`src/hdl/alt_pkg.sv`:
```
`default_nettype none

package alt_pkg;

  // default line limit; columns and lengths saturate one below it, at most 255
  localparam int MAX_LINE_LEN_DEF = 256;

  // result queue depth; two free slots are needed to take an item
  localparam int QDEPTH = 4;
  localparam int QPTR_W = $clog2(QDEPTH);
  localparam int QCNT_W = $clog2(QDEPTH + 1);

  // token kinds
  localparam logic [2:0] KIND_REGULAR = 3'd0;
  localparam logic [2:0] KIND_NUMERIC = 3'd1;
  localparam logic [2:0] KIND_COMMA   = 3'd2;
  localparam logic [2:0] KIND_OPEN    = 3'd3;
  localparam logic [2:0] KIND_CLOSE   = 3'd4;
  localparam logic [2:0] KIND_PLUS    = 3'd5;
  localparam logic [2:0] KIND_MINUS   = 3'd6;
  localparam logic [2:0] KIND_EOL     = 3'd7;

  // number base of the open word
  typedef logic [1:0] base_t;
  localparam base_t BASE_DEC = 2'd0;
  localparam base_t BASE_BIN = 2'd1;
  localparam base_t BASE_HEX = 2'd2;

  // characters of interest
  localparam logic [7:0] CH_SEMI   = 8'h3b;
  localparam logic [7:0] CH_COLON  = 8'h3a;
  localparam logic [7:0] CH_COMMA  = 8'h2c;
  localparam logic [7:0] CH_LBRK   = 8'h5b;
  localparam logic [7:0] CH_RBRK   = 8'h5d;
  localparam logic [7:0] CH_PLUS   = 8'h2b;
  localparam logic [7:0] CH_MINUS  = 8'h2d;
  localparam logic [7:0] CH_STAR   = 8'h2a;
  localparam logic [7:0] CH_UNDER  = 8'h5f;
  localparam logic [7:0] CH_B      = 8'h62;
  localparam logic [7:0] CH_X      = 8'h78;
  localparam logic [7:0] CH_ZERO   = 8'h30;
  localparam logic [7:0] CH_ONE    = 8'h31;
  localparam logic [7:0] CH_NINE   = 8'h39;
  localparam logic [7:0] CH_A      = 8'h61;
  localparam logic [7:0] CH_F      = 8'h66;
  localparam logic [7:0] CH_SPACE  = 8'h20;
  localparam logic [7:0] CH_TAB    = 8'h09;
  localparam logic [7:0] CH_CR     = 8'h0d;

  // one result
  typedef struct packed {
    logic [2:0] kind;
    logic [7:0] start;
    logic [7:0] length;
    logic       times;
  } tok_t;

  // results produced by one accepted request
  typedef struct packed {
    logic [1:0] cnt;
    tok_t       tok0;
    tok_t       tok1;
  } push_t;

  // queue status seen by the top level
  typedef struct packed {
    logic [QCNT_W-1:0] count;
    logic              room2;
  } qstat_t;

  function automatic logic is_space(input logic [7:0] c);
    return (c == CH_SPACE) || (c >= CH_TAB && c <= CH_CR);
  endfunction

  function automatic logic digit_ok(input logic [7:0] c, input base_t b);
    logic dec;
    dec = (c >= CH_ZERO) && (c <= CH_NINE);
    if (b == BASE_BIN) begin
      return (c == CH_ZERO) || (c == CH_ONE);
    end
    return dec || ((b == BASE_HEX) && (c >= CH_A) && (c <= CH_F));
  endfunction

endpackage

`default_nettype wire

```
`src/hdl/alt_step.sv`:
```
`default_nettype none

module alt_step #(
  parameter int MAX_LINE_LEN = alt_pkg::MAX_LINE_LEN_DEF
) (
  input  wire logic         clk,
  input  wire logic         rst_n,
  input  wire logic         accept,
  input  wire logic [7:0]   char_code,
  input  wire logic         line_end,
  output alt_pkg::push_t    push
);
  import alt_pkg::*;

  localparam int CAP = ((MAX_LINE_LEN - 1) > 255) ? 255 : (MAX_LINE_LEN - 1);
  localparam logic [7:0] CAP_V = 8'(CAP);

  // line scanner state
  logic       in_comment_r, in_comment_nxt;
  logic       in_word_r, in_word_nxt;
  logic [7:0] column_r, column_nxt;
  logic [7:0] wstart_r, wstart_nxt;
  logic [7:0] wlen_r, wlen_nxt;
  base_t      base_r, base_nxt;
  logic       fzero_r, fzero_nxt;
  logic       numeric_r, numeric_nxt;

  logic [7:0] col_inc;
  logic [7:0] len_inc;
  tok_t       word_tok;
  tok_t       second_tok;
  logic       have_second;
  logic [2:0] punct_kind;
  logic       punct_hit;
  logic       star;

  assign col_inc = (column_r >= CAP_V) ? CAP_V : column_r + 8'd1;
  assign len_inc = (wlen_r >= CAP_V) ? CAP_V : wlen_r + 8'd1;

  // open word as a result
  always_comb begin
    word_tok.kind   = numeric_r ? KIND_NUMERIC : KIND_REGULAR;
    word_tok.start  = wstart_r;
    word_tok.length = wlen_r;
    word_tok.times  = 1'b0;
  end

  // punctuation decode
  always_comb begin
    punct_hit  = 1'b1;
    punct_kind = KIND_REGULAR;
    star       = 1'b0;
    unique case (char_code)
      CH_COLON, CH_COMMA: punct_kind = KIND_COMMA;
      CH_LBRK:            punct_kind = KIND_OPEN;
      CH_RBRK:            punct_kind = KIND_CLOSE;
      CH_PLUS:            punct_kind = KIND_PLUS;
      CH_MINUS:           punct_kind = KIND_MINUS;
      CH_STAR:            star       = 1'b1;
      default:            punct_hit  = 1'b0;
    endcase
  end

  // next state and results of one request
  always_comb begin
    in_comment_nxt = in_comment_r;
    in_word_nxt    = in_word_r;
    column_nxt     = col_inc;
    wstart_nxt     = wstart_r;
    wlen_nxt       = wlen_r;
    base_nxt       = base_r;
    fzero_nxt      = fzero_r;
    numeric_nxt    = numeric_r;
    have_second    = 1'b0;
    second_tok     = '0;
    // a closing step flushes the word; a line end also emits end of line
    if (line_end) begin
      have_second       = 1'b1;
      second_tok.kind   = KIND_EOL;
      second_tok.start  = column_r;
      second_tok.length = 8'd0;
      second_tok.times  = 1'b0;
      in_comment_nxt    = 1'b0;
      column_nxt        = 8'd0;
    end else if (in_comment_r) begin
      // comment text only moves the column
    end else if (char_code == CH_SEMI) begin
      in_comment_nxt = 1'b1;
    end else if (is_space(char_code)) begin
      // separator only
    end else if (punct_hit) begin
      have_second       = 1'b1;
      second_tok.kind   = punct_kind;
      second_tok.start  = column_r;
      second_tok.length = 8'd1;
      second_tok.times  = star;
    end else if (!in_word_r) begin
      // first character of a word
      in_word_nxt = 1'b1;
      wstart_nxt  = column_r;
      wlen_nxt    = 8'd1;
      base_nxt    = BASE_DEC;
      fzero_nxt   = (char_code == CH_ZERO);
      numeric_nxt = (char_code == CH_UNDER) || digit_ok(char_code, BASE_DEC);
    end else begin
      // second character after a leading zero selects the base
      if ((wlen_r == 8'd1) && fzero_r) begin
        if (char_code == CH_B) begin
          base_nxt = BASE_BIN;
        end else if (char_code == CH_X) begin
          base_nxt = BASE_HEX;
        end else begin
          numeric_nxt = 1'b0;
        end
      end else if ((char_code != CH_UNDER) && !digit_ok(char_code, base_r)) begin
        numeric_nxt = 1'b0;
      end
      wlen_nxt = len_inc;
    end

    // everything but a word character or comment text closes the word
    if (line_end || (!in_comment_r && (char_code == CH_SEMI || is_space(char_code)
        || punct_hit))) begin
      in_word_nxt = 1'b0;
      wstart_nxt  = 8'd0;
      wlen_nxt    = 8'd0;
      base_nxt    = BASE_DEC;
      fzero_nxt   = 1'b0;
      numeric_nxt = 1'b1;
    end
  end

  // word result first, then the second result
  logic closes;
  assign closes = in_word_r && !in_word_nxt;

  always_comb begin
    push.cnt  = {1'b0, closes} + {1'b0, have_second};
    push.tok0 = closes ? word_tok : second_tok;
    push.tok1 = second_tok;
  end

  always_ff @(posedge clk) begin
    if (!rst_n) begin
      in_comment_r <= 1'b0;
      in_word_r    <= 1'b0;
      column_r     <= 8'd0;
      wstart_r     <= 8'd0;
      wlen_r       <= 8'd0;
      base_r       <= BASE_DEC;
      fzero_r      <= 1'b0;
      numeric_r    <= 1'b1;
    end else if (accept) begin
      in_comment_r <= in_comment_nxt;
      in_word_r    <= in_word_nxt;
      column_r     <= column_nxt;
      wstart_r     <= wstart_nxt;
      wlen_r       <= wlen_nxt;
      base_r       <= base_nxt;
      fzero_r      <= fzero_nxt;
      numeric_r    <= numeric_nxt;
    end
  end

endmodule

`default_nettype wire

```
`src/hdl/alt_outq.sv`:
```
`default_nettype none

module alt_outq (
  input  wire logic        clk,
  input  wire logic        rst_n,
  input  wire logic        push_en,
  input  wire alt_pkg::push_t push,
  input  wire logic        pop,
  output alt_pkg::tok_t    head,
  output alt_pkg::qstat_t  stat
);
  import alt_pkg::*;

  tok_t              slot_r [QDEPTH];
  logic [QPTR_W-1:0] wr_ptr_r, wr_ptr_nxt;
  logic [QPTR_W-1:0] rd_ptr_r, rd_ptr_nxt;
  logic [QCNT_W-1:0] count_r, count_nxt;
  logic [1:0]        n_in;
  logic [QPTR_W-1:0] wr_ptr_p1;

  assign n_in      = push_en ? push.cnt : 2'd0;
  assign wr_ptr_p1 = wr_ptr_r + QPTR_W'(1);

  // pointer and fill bookkeeping
  always_comb begin
    wr_ptr_nxt = wr_ptr_r + QPTR_W'(n_in);
    rd_ptr_nxt = pop ? rd_ptr_r + QPTR_W'(1) : rd_ptr_r;
    count_nxt  = count_r + QCNT_W'(n_in) - QCNT_W'(pop);
  end

  always_ff @(posedge clk) begin
    if (!rst_n) begin
      wr_ptr_r <= '0;
      rd_ptr_r <= '0;
      count_r  <= '0;
    end else begin
      wr_ptr_r <= wr_ptr_nxt;
      rd_ptr_r <= rd_ptr_nxt;
      count_r  <= count_nxt;
    end
  end

  // up to two entries written per request
  always_ff @(posedge clk) begin
    if (n_in != 2'd0) begin
      slot_r[wr_ptr_r] <= push.tok0;
    end
    if (n_in == 2'd2) begin
      slot_r[wr_ptr_p1] <= push.tok1;
    end
  end

  assign head       = slot_r[rd_ptr_r];
  assign stat.count = count_r;
  assign stat.room2 = (count_r <= QCNT_W'(QDEPTH - 2));

endmodule

`default_nettype wire

```
`src/hdl/asm_line_tokenizer_core.sv`:
```
`default_nettype none

// Channel  Direction  Handshake              Payload
// in_      input      in_valid / in_ready    in_char_code, in_line_end
// out_     output     out_valid / out_ready  out_token_kind, out_token_start,
//                                            out_token_length, out_times_sign
//
// One character per cycle while in_ready is high: the scanner state updates
// in the cycle a request is accepted and its zero, one or two results enter
// a four-entry queue. A request is taken whenever the queue has two free
// slots, so a stalled output side backs up into in_ready only once the
// queue holds three results. Results leave on out_ in request order, a
// request's word result first. Reset (rst_n low, synchronous) empties the
// queue and returns the scanner to the start of a line.

module asm_line_tokenizer_core #(
  parameter int MAX_LINE_LEN = alt_pkg::MAX_LINE_LEN_DEF
) (
  input  wire logic       clk,
  input  wire logic       rst_n,
  input  wire logic       in_valid,
  output wire logic       in_ready,
  input  wire logic [7:0] in_char_code,
  input  wire logic       in_line_end,
  output wire logic       out_valid,
  input  wire logic       out_ready,
  output wire logic [2:0] out_token_kind,
  output wire logic [7:0] out_token_start,
  output wire logic [7:0] out_token_length,
  output wire logic       out_times_sign
);
  import alt_pkg::*;

  push_t  push;
  tok_t   head;
  qstat_t qstat;
  logic   in_acc;
  logic   out_acc;

  assign in_ready  = qstat.room2;
  assign in_acc    = in_valid && in_ready;
  assign out_valid = (qstat.count != '0);
  assign out_acc   = out_valid && out_ready;

  alt_step #(
    .MAX_LINE_LEN(MAX_LINE_LEN)
  ) u_step (
    .clk       (clk),
    .rst_n     (rst_n),
    .accept    (in_acc),
    .char_code (in_char_code),
    .line_end  (in_line_end),
    .push      (push)
  );

  alt_outq u_outq (
    .clk     (clk),
    .rst_n   (rst_n),
    .push_en (in_acc),
    .push    (push),
    .pop     (out_acc),
    .head    (head),
    .stat    (qstat)
  );

  assign out_token_kind   = head.kind;
  assign out_token_start  = head.start;
  assign out_token_length = head.length;
  assign out_times_sign   = head.times;

  // queue never overfills
  a_no_overflow: assert property (@(posedge clk) disable iff (!rst_n)
    qstat.count <= QCNT_W'(QDEPTH))
    else $error("result queue overflow");

  // a line end always leaves a result waiting
  a_eol_result: assert property (@(posedge clk) disable iff (!rst_n)
    in_acc && in_line_end |=> out_valid)
    else $error("line end produced no result");

  // an empty queue always takes a request
  a_empty_ready: assert property (@(posedge clk) disable iff (!rst_n)
    !out_valid |-> in_ready)
    else $error("empty queue refuses a request");

  // a request never yields more than two results
  a_push_cnt: assert property (@(posedge clk) disable iff (!rst_n)
    in_acc |-> push.cnt != 2'd3)
    else $error("too many results for one request");

endmodule

`default_nettype wire

```
`config.mk`:
```
export PLATFORM = sky130hd
export DESIGN_NAME = asm_line_tokenizer_core
export DESIGN_NICKNAME = d
export VERILOG_FILES = /design/src/hdl/alt_pkg.sv /design/src/hdl/alt_step.sv /design/src/hdl/alt_outq.sv /design/src/hdl/asm_line_tokenizer_core.sv
export SDC_FILE = /design/constraint.sdc
export NUM_CORES = 1
export LEC_CHECK = 0
export BUFFER_PORTS_ARGS = -buffer_cell sky130_fd_sc_hd__buf_2
export CAP_MARGIN = 10
export CELL_PAD_IN_SITES_DETAIL_PLACEMENT = 1
export CELL_PAD_IN_SITES_GLOBAL_PLACEMENT = 1
export CORE_AREA = 2 2 139 141
export CTS_CLUSTER_SIZE = 8
export DETAILED_ROUTE_END_ITERATION = 10
export DIE_AREA = 0 0 141 143
export PLACE_DENSITY_LB_ADDON = 0.1
export SYNTH_ARGS = -nofsm -noshare
export SYNTH_HDL_FRONTEND = slang
export SYNTH_SLANG_ARGS = --single-unit
```
`constraint.sdc`:
```
create_clock -name clk -period 4.8 [get_ports clk]
set_input_delay 0.48 -clock clk [delete_from_list [all_inputs] [get_ports clk]]
set_output_delay 0.48 -clock clk [all_outputs]
set_load 0.05 [all_outputs]
```
== Word level (Yosys, flattened, before mapping) ==
Memories as Yosys holds them, arrays and structs flattened. A register that Yosys moved wholly into a read port is not among the register bits.
Index checks and enable logic that the tools add are counted.
Storage, ports and cells
  output and inout bits: 22
  input port bits: 13
  register bits after elaboration: 37
  logic and storage cells: 180
  memories: 1
  memory bits (writable): 80
Memory list
  u_outq.slot_r: words 4, width 20, read ports 1, clocked after memory_dff 1, wr ports 2, line alt_outq.sv:14  | tok_t slot_r [QDEPTH];
Cells by class
  reduce and logical (&&, ||, !) cells: 28
  equal/unequal tests: 30
  $lt $le $gt $ge: 9
  muxes and demuxes: 93
  add/sub/neg operators: 8
Operators by type and width (number)
  $mux W8: 17
  $mux W20: 6
  $eq A8 B6 Y1 const B: 9
  $mux W1: 56
  $eq A8 B7 Y1 const B: 5
  $mux W2: 13
  $add A8 B1 Y8 const B: 2
  $ge A8 B8 Y1 const B: 2
  $ne A4 B4 Y1 const B: 4
  $pmux W3 S5: 1
  $logic_and A1 B1 Y1: 10
  $ne A2 B2 Y1 const B: 5
  $reduce_and A9 Y1: 1
  $eq A8 B1 Y1 const B: 1
  $ge A8 B4 Y1 const B: 1
  $ge A8 B6 Y1 const B: 1
  $ge A8 B7 Y1 const B: 1
  $le A8 B4 Y1 const B: 1
  $le A8 B6 Y1 const B: 1
  $le A8 B7 Y1 const B: 1
  $ne A8 B7 Y1 const B: 1
  $reduce_and A8 Y1: 1
  $logic_or A1 B1 Y1: 7
  $reduce_and A7 Y1: 1
  other kinds (16): 20

== Longest topological paths before layout ==
Gate-level depths: netlist of the first run.
  word-level depth: 28
  mapped depth: 16
  depth with buffers taken out: 14

== Modules after synthesis ==
A second synthesis of the first run with hierarchy kept.
Unflattened totals
  cells, all modules: 535
  area, all modules: 6677.7 µm²
By module, submodules not included
  alt_outq: instances 1, seq. area each 2582.5 µm², area each 4418.0 µm², cells each 247
  alt_step: instances 1, seq. area each 600.6 µm², area each 2237.1 µm², cells each 285
  asm_line_tokenizer_core: instances 1, seq. area each 0.0 µm², area each 22.5 µm², cells each 3

== Worst setup path after synthesis of the first run ==
No wires, ideal clock.
  path kind: input -> register
  start point: input port in_char_code[4]
  end point: memory u_outq.slot_r[2][10] (netlist name), data pin
  arrival: 3.839 ns
  setup slack: 0.704 ns
  stages: 14
  setup time: 0.257 ns
  path buffers: 4
  data required time: 4.543 ns
  path through: buf_6 > or3b_2 > a2111oi_2 > nor4_4 > inv_4 > buf_6 > buf_2 > ha_1 > o21ai_0 > o21ai_0 > nand2_1 > o31ai_1 > clkbuf_1 > a32o_1
RTL lines
  start, declared: line asm_line_tokenizer_core.sv:23  | input wire logic [7:0] in_char_code,
  end, declared: line alt_outq.sv:14

==> impl_metrics.tcl, run 1 <==
set metrics [dict create \
    synth.avg_cell_area_um2 11.3 \
    finalMaxSlewViolations 0 \
    worstPathMaxFanout 13 \
    drive_gt1_share_pct 21.5 \
    worstPathRequired_ns 4.84 \
    netlist.area_leader.share_pct 25.7 \
    relSlewSlack_pct 40.7 \
    ctsResizeCount 0 \
    syn_inst 540 \
    syn_nets 562 \
    min_period_ns 3.98 \
    grt_max_degree 42 \
    crit_type "register to register" \
    max-clock-path-buffers 2 \
    synthFlopType "dfxtp_1" \
    p_clk_share_pct 41.0 \
    nets 586 \
    tightest_slew_ns 0.890 \
    endpoint_kind "register" \
    fmax_mhz 252 \
    synth_most_common_cell "dfxtp_1" \
    grt_pass1_vias 4751 \
    routed_via_density 5.68 \
    ir_worst_vdd_v 0.000231 \
    combPwrFrac_pct 23.1 \
    die_area_um2 20200 \
    p_int_mw 2.25 \
    io_pins 35 \
    core_um2 18600 \
    finalCritPeriodShare_pct 82.8 \
    yosys.area.top_type "edfxtp_1" \
    leakage_nw 2.51 \
    async_reset_ff_share_pct 0 \
    area_delta_synth_final_pct 16.6 \
    path_cells "or4bb_1 -> a2111oi_2 -> nor4_4 -> inv_4 -> nor2_1 -> nor2_1 -> ha_1 -> nor2b_1 -> a21oi_1 -> or3_1 -> inv_1" \
    rows 50 \
    place_inst 779 \
    fin_setup_tns_ns 0 \
    placed_area_um2 6450 \
    rsz0062_at_grt "no" \
    synthTopCellsByCount "67 x dfxtp_1, 52 x edfxtp_1, 42 x a22o_1" \
    cts_tree "done" \
    cpPeakStageDelay_ns 0.61 \
    arrival_ns 4.01 \
    clockRootBuffer "clkbuf_16" \
    post_cts_buffers 0 \
    cp-start-kind "register" \
    power_density_nw_per_um2 469 \
    clk_pin_slew_ns 0.06 \
    dp_hpwl_mm 12.0 \
    routedWlPerCell_um 22.1 \
    fin_skew_ns 0.0153 \
    cts.sinks 119 \
    switching_power_mw 1.08 \
    die_w_um 141 \
    routed_wl_mm 17.9 \
    start_util_pct 32.7 \
    run_status "completed" \
    ys.warnings.count 0 \
    path_common_cell "nor2_1" \
    first_pass_iters 7 \
    cts_buffers 17 \
    cts_hold_buf 0 \
    synth_cell_types 70 \
    synth-seq-cells 119 \
    synthTopCellsByArea "edfxtp_1 26%, dfxtp_1 22%, mux4_2 7.4%" \
    fin_total_pwr_mw 3.33 \
    antenna_found_initial 0 \
    place_congestion 0.842 \
    synth.cell_area_um2 6080 \
    synth_edf_count 52 \
    switching_share_pct 32.5 \
    drc_errors 0 \
    die_h_um 143 \
    ys_seq_area_share_pct 47.7 \
    grt-ovfl-total 0 \
    maxCapViolations 0 \
    fin_cells 811 \
    grtUsageTotal_pct 18.6 \
    grt_first_pass_wirelength_mm 28.4 \
    drt_iter0_markers 239 \
    hold_viol_final 0 \
    power_frac_seq_pct 35.9 \
    postLayoutCellArea_um2 7090 \
    num_vias 4608 \
    place.port_buffers 34 \
    setup_viol 0 \
    antennaDiodeCount 0 \
    hold_class "input pin to register" \
    cpMaxStageDelayCell "inv_1" \
    h-tree-depth 4 \
    clk_latency_ns 0.42 \
    antenna_left 0 \
]
[path summary, 6_finish.rpt]
check | cells past startpoint | startpoint | slack (ns) | to
setup / recovery | 11 | u_step.in_comment_r | 0.82 | u_outq.slot_r[1][17]
hold / removal | 2 | rst_n | 0.42 | u_step.column_r[6]
setup reg to reg | 11 | u_step.in_comment_r | 0.82 | u_outq.slot_r[1][17]
hold reg to reg | 1 | u_outq.slot_r[0][7] | 0.47 | u_outq.slot_r[0][7]
[cell type report]
type                       instances  area (um2)
sequential                       119        2900
tap                              234         293
multi-input combinational        350        2860
clock inverter                    11         128
timing repair buffer              52         305
fill                            2012       11500
inverter                          24        92.6
clock buffer                      21         514
[critical path: cells and delay by family, from the launching register on]
family | cells | cell delay, ns
adders and majority gates | 1 | 0.32
buffers and inverters | 2 | 0.71
and+or+nand+nor | 6 | 1.65
AOI/OAI and AO/OA | 2 | 0.52
DFF | 1 | 0.38
[sequential cells by signal, indices dropped and copies added, names as in the netlist, 2 cells and up, named ones only]
register / cells
u_outq.wr_ptr_r: 2
u_step.base_r: 2
u_outq.slot_r: 80
u_outq.count_r: 3
u_step.wstart_r: 8
u_step.wlen_r: 8
u_outq.rd_ptr_r: 2
u_step.column_r: 8
[metal layers]
layer	global-route usage, %	routed length [um]
met4	4.68	107
met1	26.1	8800
met3	3.82	721
met2	29.3	8300
met5	0	0
[power by group through the flow]
| stage | sequential [mW] | clock, mW | combinational [mW] |
|---|---|---|---|
| 2_1_floorplan | 1.17 | 0 | 0.615 |
| 3_3_place_gp | 1.22 | 0 | 0.771 |
| 3_5_place_dp | 1.22 | 0 | 0.781 |
| 4_1_cts | 1.20 | 1.39 | 0.782 |
| 5_1_grt | 1.21 | 1.43 | 0.832 |
| 6_report | 1.19 | 1.36 | 0.770 |
[cell families (layout without fill, tap and decap cells)]
group                    after synthesis  after routing  synth area share [%]
multiplexers                          21             21                  7.59
AND/OR/NAND/NOR                      167            167                  15.4
XOR/XNOR                               6              6                 0.864
AO/OA/AOI/OAI                        147            147                  21.1
flip-flops                           119            119                  47.7
adder cells (fa/ha/maj)                9              9                  1.98
buffers and inverters                 71            108                  5.29
[metrics by stage]
step	hold WS, ns	worst slack [ns]	utilization (%)
after detailed placement	0.461	0.448	34.7
final	0.418	0.825	38.2
after CTS	0.410	0.760	38.2
after floorplan	0.434	0.704	-
after global routing	0.424	0.556	38.2
after global placement	0.453	0.502	34.7
[cell usage in the layout (no fill, tap or decap), types with 5 or more instances in the layout]
cell type	n
nor2_1	27
or3_1	8
inv_1	22
clkbuf_16	20
a31oi_1	5
o21ai_0	8
nand2_1	29
ha_1	8
nand4_1	6
a211oi_1	5
buf_2	34
mux4_2	20
nor4b_1	5
buf_4	18
dfxtp_1	67
nor3_1	15
and2_1	10
o32ai_1	7
nor2b_1	12
edfxtp_1	52
nand3_1	17
and3_1	11
a32o_1	27
a21oi_1	15
a22o_1	42
No activity file was read; power rests on OpenSTA's default activity.
==> run 2, diff against run 1 <==
ABC_AREA = 1   (was default)
CORE_AREA = 2 2 142 144   (was 2 2 139 141)
DIE_AREA = 0 0 144 146   (was 0 0 141 143)
clock period = 3.4 ns   (was 4.8 ns; I/O delays follow)
==> run 2 against run 1 <==
First-iteration DRC count shrank 0.84%. Design area grew 5.9%. Clock skew shrank 0.0083 ns. Critical endpoint is now u_outq.count_r[2]. Sequential cell count is the same. Largest cell class unchanged.
==> impl_metrics.tcl, run 2 <==
set metrics [dict create \
    cpPeakStageDelay_ns 0.44 \
    place_ws_ns 0.121 \
    switching_power_mw 1.90 \
    synth_cell_types 38 \
    grt_max_degree 34 \
    nets 913 \
    routed_via_density 4.90 \
    grt_pass1_vias 6027 \
    io_pins 35 \
    antenna_found_initial 0 \
    finalMaxSlewViolations 0 \
    cts_hold_buf 0 \
    top_register "u_outq.slot_r" \
    ys.warnings.count 0 \
    drc_errors 0 \
    netlist.area_leader.share_pct 24.5 \
    antennaDiodeCount 0 \
    drt_iter0_markers 237 \
    h-tree-depth 4 \
    fmax_mhz 350 \
    rsz0062_at_grt "no" \
    synth.cell_area_um2 6370 \
    ff2ff_setup_slack_ns 0.68 \
    synth-seq-cells 119 \
    min_to "u_step.in_comment_r" \
    tightest_slew_ns 0.939 \
    yosys.area.top_type "edfxtp_1" \
    min_period_ns 2.86 \
    grtUsageTotal_pct 19.6 \
    leakage_nw 3.38 \
    die_area_um2 21000 \
    power_density_nw_per_um2 693 \
    layout_common_cells "219 x nand2_1, 108 x inv_1, 75 x nor2_1" \
    combPwrFrac_pct 30.0 \
    first_pass_iters 4 \
    fin_total_pwr_mw 5.20 \
    worstPathMaxFanout 10 \
    setup_viol 0 \
    syn_inst 849 \
    routed_wl_mm 19.6 \
    worstHoldStart "in_line_end" \
    power_frac_seq_pct 34.8 \
    path_common_cell "inv_1" \
    post_cts_buffers 0 \
    clk_latency_ns 0.41 \
    critPathTopFamily "simple AND/OR/NAND/NOR gates" \
    die_w_um 144 \
    area_delta_synth_final_pct 17.9 \
    antenna_left 0 \
    setup_ws_ns 0.545 \
    synthFlopType "dfxtp_1" \
    path_cells "buf_2 -> inv_1 -> nand2_1 -> nor2_2 -> nand2_1 -> nand3_1 -> nor2_2 -> nand2_4 -> nand3_4 -> inv_2 -> ha_1 -> inv_1 -> nor2_4 -> inv_2 -> ha_1 -> inv_1 -> fa_1 -> xor2_1 -> o21ai_0 -> a21oi_1" \
    ff2ff_path_depth 15 \
    hold_viol_final 0 \
    synth_most_common_cell "nand2_1" \
    ir_worst_vdd_v 0.000326 \
    clockRootBuffer "clkbuf_16" \
    hold_slack_ns 0.258 \
    crit_type "input pin to register" \
    r2r_start "u_step.in_comment_r" \
    core_um2 19300 \
    clk_pin_slew_ns 0.05 \
    cts_buffers 17 \
    start_util_pct 32.9 \
    endpoint_kind "register" \
    async_reset_ff_share_pct 0 \
    place_congestion 0.868 \
    path_depth 20 \
    ctsResizeCount 0 \
    p_int_mw 3.30 \
    cp-start-kind "input pin" \
    crit_buf_inv 6 \
    synthTopCellsByArea "edfxtp_1 25%, dfxtp_1 21%, nand2_1 13%" \
    hold_class "input pin to register" \
    cts.sinks 119 \
    layout_commonest_cell "nand2_1" \
    syn_nets 871 \
    worstPathRequired_ns 3.69 \
    die_h_um 146 \
    fin_setup_tns_ns 0 \
    relSlewSlack_pct 37.4 \
    synthTopCellsByCount "219 x nand2_1, 108 x inv_1, 75 x nor2_1" \
    drive_gt1_share_pct 13.6 \
    holdPathStages 2 \
    arrival_ns 3.15 \
    switching_share_pct 36.5 \
    grt-ovfl-total 0 \
    ys_seq_area_share_pct 45.6 \
    dp_hpwl_mm 14.1 \
    place.port_buffers 34 \
    grt_first_pass_wirelength_mm 31.9 \
    cpMaxStageDelayCell "fa_1" \
    fillers 2416 \
    synth.avg_cell_area_um2 7.50 \
    maxCapViolations 0 \
    num_vias 5718 \
    largest_reg_flops 80 \
    routedWlPerCell_um 16.8 \
    rows 51 \
    run_status "completed" \
    finalCritPeriodShare_pct 84.0 \
    p_clk_share_pct 35.3 \
    cts_tree "done" \
    fin_skew_ns 0.00698 \
    synth_edf_count 52 \
    reg2reg_to "u_outq.count_r[2]" \
    max-clock-path-buffers 2 \
]
[run 2: cell types whose count changed in the layout (fill, tap and decap cells not counted), sizes merged, moves of 42 or more]
cell | before | now
a22o | 42 | 0
inv | 28 | 113
nand2 | 29 | 224
nand3 | 17 | 64
nor2 | 27 | 91
o21ai | 9 | 94
[run 2: power by group through the flow]
stage          sequential [mW]  clock, mW  combinational (mW)
5_1_grt                   1.83       1.94                1.72
3_3_place_gp              1.83          0                1.53
6_report                  1.81       1.84                1.56
3_5_place_dp              1.84          0                1.57
4_1_cts                   1.81       1.87                1.58
2_1_floorplan             1.81          0                1.15
[run 2: worst max path at each step]
stage	from	endpoint	slack, ns
final	in_char_code[7]	u_outq.count_r[2]	0.54
after global routing	in_char_code[6]	u_outq.count_r[2]	0.20
after CTS	in_char_code[6]	u_outq.count_r[2]	0.53
after detailed placement	in_char_code[6]	u_outq.count_r[2]	0.12
after global placement	in_char_code[4]	u_outq.count_r[2]	0.27
after floorplan	in_char_code[4]	u_outq.count_r[2]	0.58
[run 2: area by class of cell]
type | count | area (um2) | area share [%]
inverter | 112 | 420 | 5.60
clock inverter | 5 | 53.8 | 0.716
clock buffer | 26 | 562 | 7.48
timing repair buffer | 57 | 355 | 4.73
multi-input combinational | 584 | 2880 | 38.4
tap | 265 | 332 | 4.42
sequential | 119 | 2900 | 38.7
[run 2: metal layers]
metal / part of all wire, % / global-route usage, % / wire length, um / up-vias
met3: 3.2 / 3.98 / 628 / 21
met4: 1.3 / 5.64 / 247 / 0
met5: 0 / 0 / 0 / -
met1: 47 / 25.5 / 9220 / 2751
met2: 49 / 32.8 / 9510 / 86
li1: - / - / - / 2860
[run 2: logic make-up (layout without fill, tap and decap cells)]
kind of cell	Yosys count	after routing	synth area share, %
XOR/XNOR	6	6	0.825
AO/OA/AOI/OAI	167	167	14.3
buffers and inverters	146	200	9.14
adder cells (fa/ha/maj)	9	9	1.89
AND/OR/NAND/NOR	402	402	28.3
flip-flops	119	119	45.6
[run 2: through the flow]
stage               utilization (%)  instances  cell area [um2]
finish                         38.8       1168             7510
global route                   38.8       1168             7510
CTS                            38.8       1168             7510
detailed placement             35.7       1137             6890
global placement               35.7       1137             6890
floorplan                         -        849             6370
==> run 3, diff against run 2 <==
clock period = 2.89 ns   (was 3.4 ns; I/O delays follow)
==> run 3 against run 2 <==
Combinational power up 17%. Sequential cell count is the same. Clock skew increased by 0.0011 ns. Sequential share of layout area shrank 0.53 points. Critical path type is now register to register. Largest cell class unchanged.
==> impl_metrics.tcl, run 3 (synthesized netlist as in run 2, its figures left out) <==
set metrics [dict create \
    run_status "completed" \
    tightest_slew_ns 0.663 \
    leakage_nw 3.43 \
    layout_commonest_cell "nand2_1" \
    clk_latency_ns 0.41 \
    cts_hold_buf 0 \
    clk_pin_slew_ns 0.05 \
    clockRootBuffer "clkbuf_16" \
    drt_iter0_markers 269 \
    fin_setup_tns_ns 0 \
    grt_pass1_vias 5969 \
    power_density_nw_per_um2 802 \
    setup_viol 0 \
    finalCritPeriodShare_pct 87.4 \
    maxCapViolations 0 \
    first_pass_iters 4 \
    worstPathRequired_ns 3.03 \
    area_delta_synth_final_pct 19.6 \
    endpoint_kind "register" \
    die_w_um 144 \
    cpPeakStageDelay_ns 0.39 \
    path_cells "inv_1 -> nor2_1 -> inv_1 -> nand3_4 -> inv_2 -> ha_1 -> inv_1 -> nor2_4 -> nor2_4 -> nor3_4 -> or2_1 -> o21ai_2 -> nor2_1" \
    finalMaxSlewViolations 0 \
    die_area_um2 21000 \
    place.port_buffers 34 \
    num_vias 5711 \
    antennaDiodeCount 0 \
    hold_class "input pin to register" \
    cts_tree "done" \
    arrival_ns 2.66 \
    antenna_found_initial 0 \
    rows 51 \
    io_pins 35 \
    drc_errors 0 \
    largest_reg_flops 80 \
    crit_buf_inv 4 \
    place_ws_ns -0.0312 \
    path_common_cell "inv_1" \
    top_register "u_outq.slot_r" \
    cts_buffers 17 \
    fmax_mhz 396 \
    dp_hpwl_mm 14.1 \
    die_h_um 146 \
    h-tree-depth 4 \
    routed_via_density 4.85 \
    fin_skew_ns 0.00809 \
    crit_type "register to register" \
    cp-start-kind "register" \
    grt_max_degree 48 \
    worstPathMaxFanout 5 \
    drive_gt1_share_pct 14.3 \
    ctsResizeCount 0 \
    fin_total_pwr_mw 6.11 \
    core_um2 19300 \
    nets 921 \
    routed_wl_mm 19.5 \
    relSlewSlack_pct 55.8 \
    finish.utilization_pct 39.4 \
    setup_ws_ns 0.364 \
    antenna_left 0 \
    start_util_pct 32.9 \
    grt_first_pass_wirelength_mm 31.5 \
    grtUsageTotal_pct 19.4 \
    place_congestion 0.836 \
    layout_common_cells "219 x nand2_1, 108 x inv_1, 75 x nor2_1" \
    rsz0062_at_grt "no" \
    cts.sinks 119 \
    post_cts_buffers 0 \
    critPathTopFamily "simple AND/OR/NAND/NOR gates" \
    ir_worst_vdd_v 0.000333 \
    routedWlPerCell_um 16.5 \
    hold_viol_final 0 \
    cpMaxStageDelayCell "dfxtp_1" \
    grt-ovfl-total 0 \
    max-clock-path-buffers 2 \
    min_period_ns 2.53 \
]
[run 3: changes by cell type in the layout (fill, tap and decap cells not counted), sizes merged]
cell / delta
clkbuf: +1
buf: +8
clkinvlp: -1
clkinv: +1
[run 3: final timing paths]
path	from	end	slack, ns	cells after the start
max reg2reg	u_step.in_comment_r	u_outq.slot_r[1][18]	0.36	13
min reg2reg	u_step.numeric_r	u_step.numeric_r	0.44	2
max	u_step.in_comment_r	u_outq.slot_r[1][18]	0.36	13
min	in_line_end	u_step.in_comment_r	0.23	2
[run 3: through the flow]
stage / hold slack, ns / area [um2] / std cells
after floorplan: 0.418 / 6370 / 849
after global placement: 0.434 / 7000 / 1145
after detailed placement: 0.435 / 7000 / 1145
after CTS: 0.216 / 7610 / 1177
after global routing: 0.247 / 7610 / 1177
final: 0.230 / 7610 / 1177
[run 3: routing by layer]
metal  track usage (%)  routed length, um
met5                 0                  0
met4              6.37                339
met3              3.19                374
met2              33.9               9720
met1              24.2               9040
[run 3: area by class of cell]
type,instances,area [um2]
clock buffers,27,556
clock inverters,5,55.1
fillers,2378,11700
flip-flops and latches,119,2900
well taps,265,332
multi-input cells,584,2880
repair buffers,65,465
inverters,112,420
[run 3: where the power goes]
part           leakage (nW)  switching, mW  total, mW  internal (mW)
Combinational          2.03           1.35       1.83          0.477
Sequential             1.10          0.131       2.13           2.00
Clock                 0.304          0.748       2.15           1.40
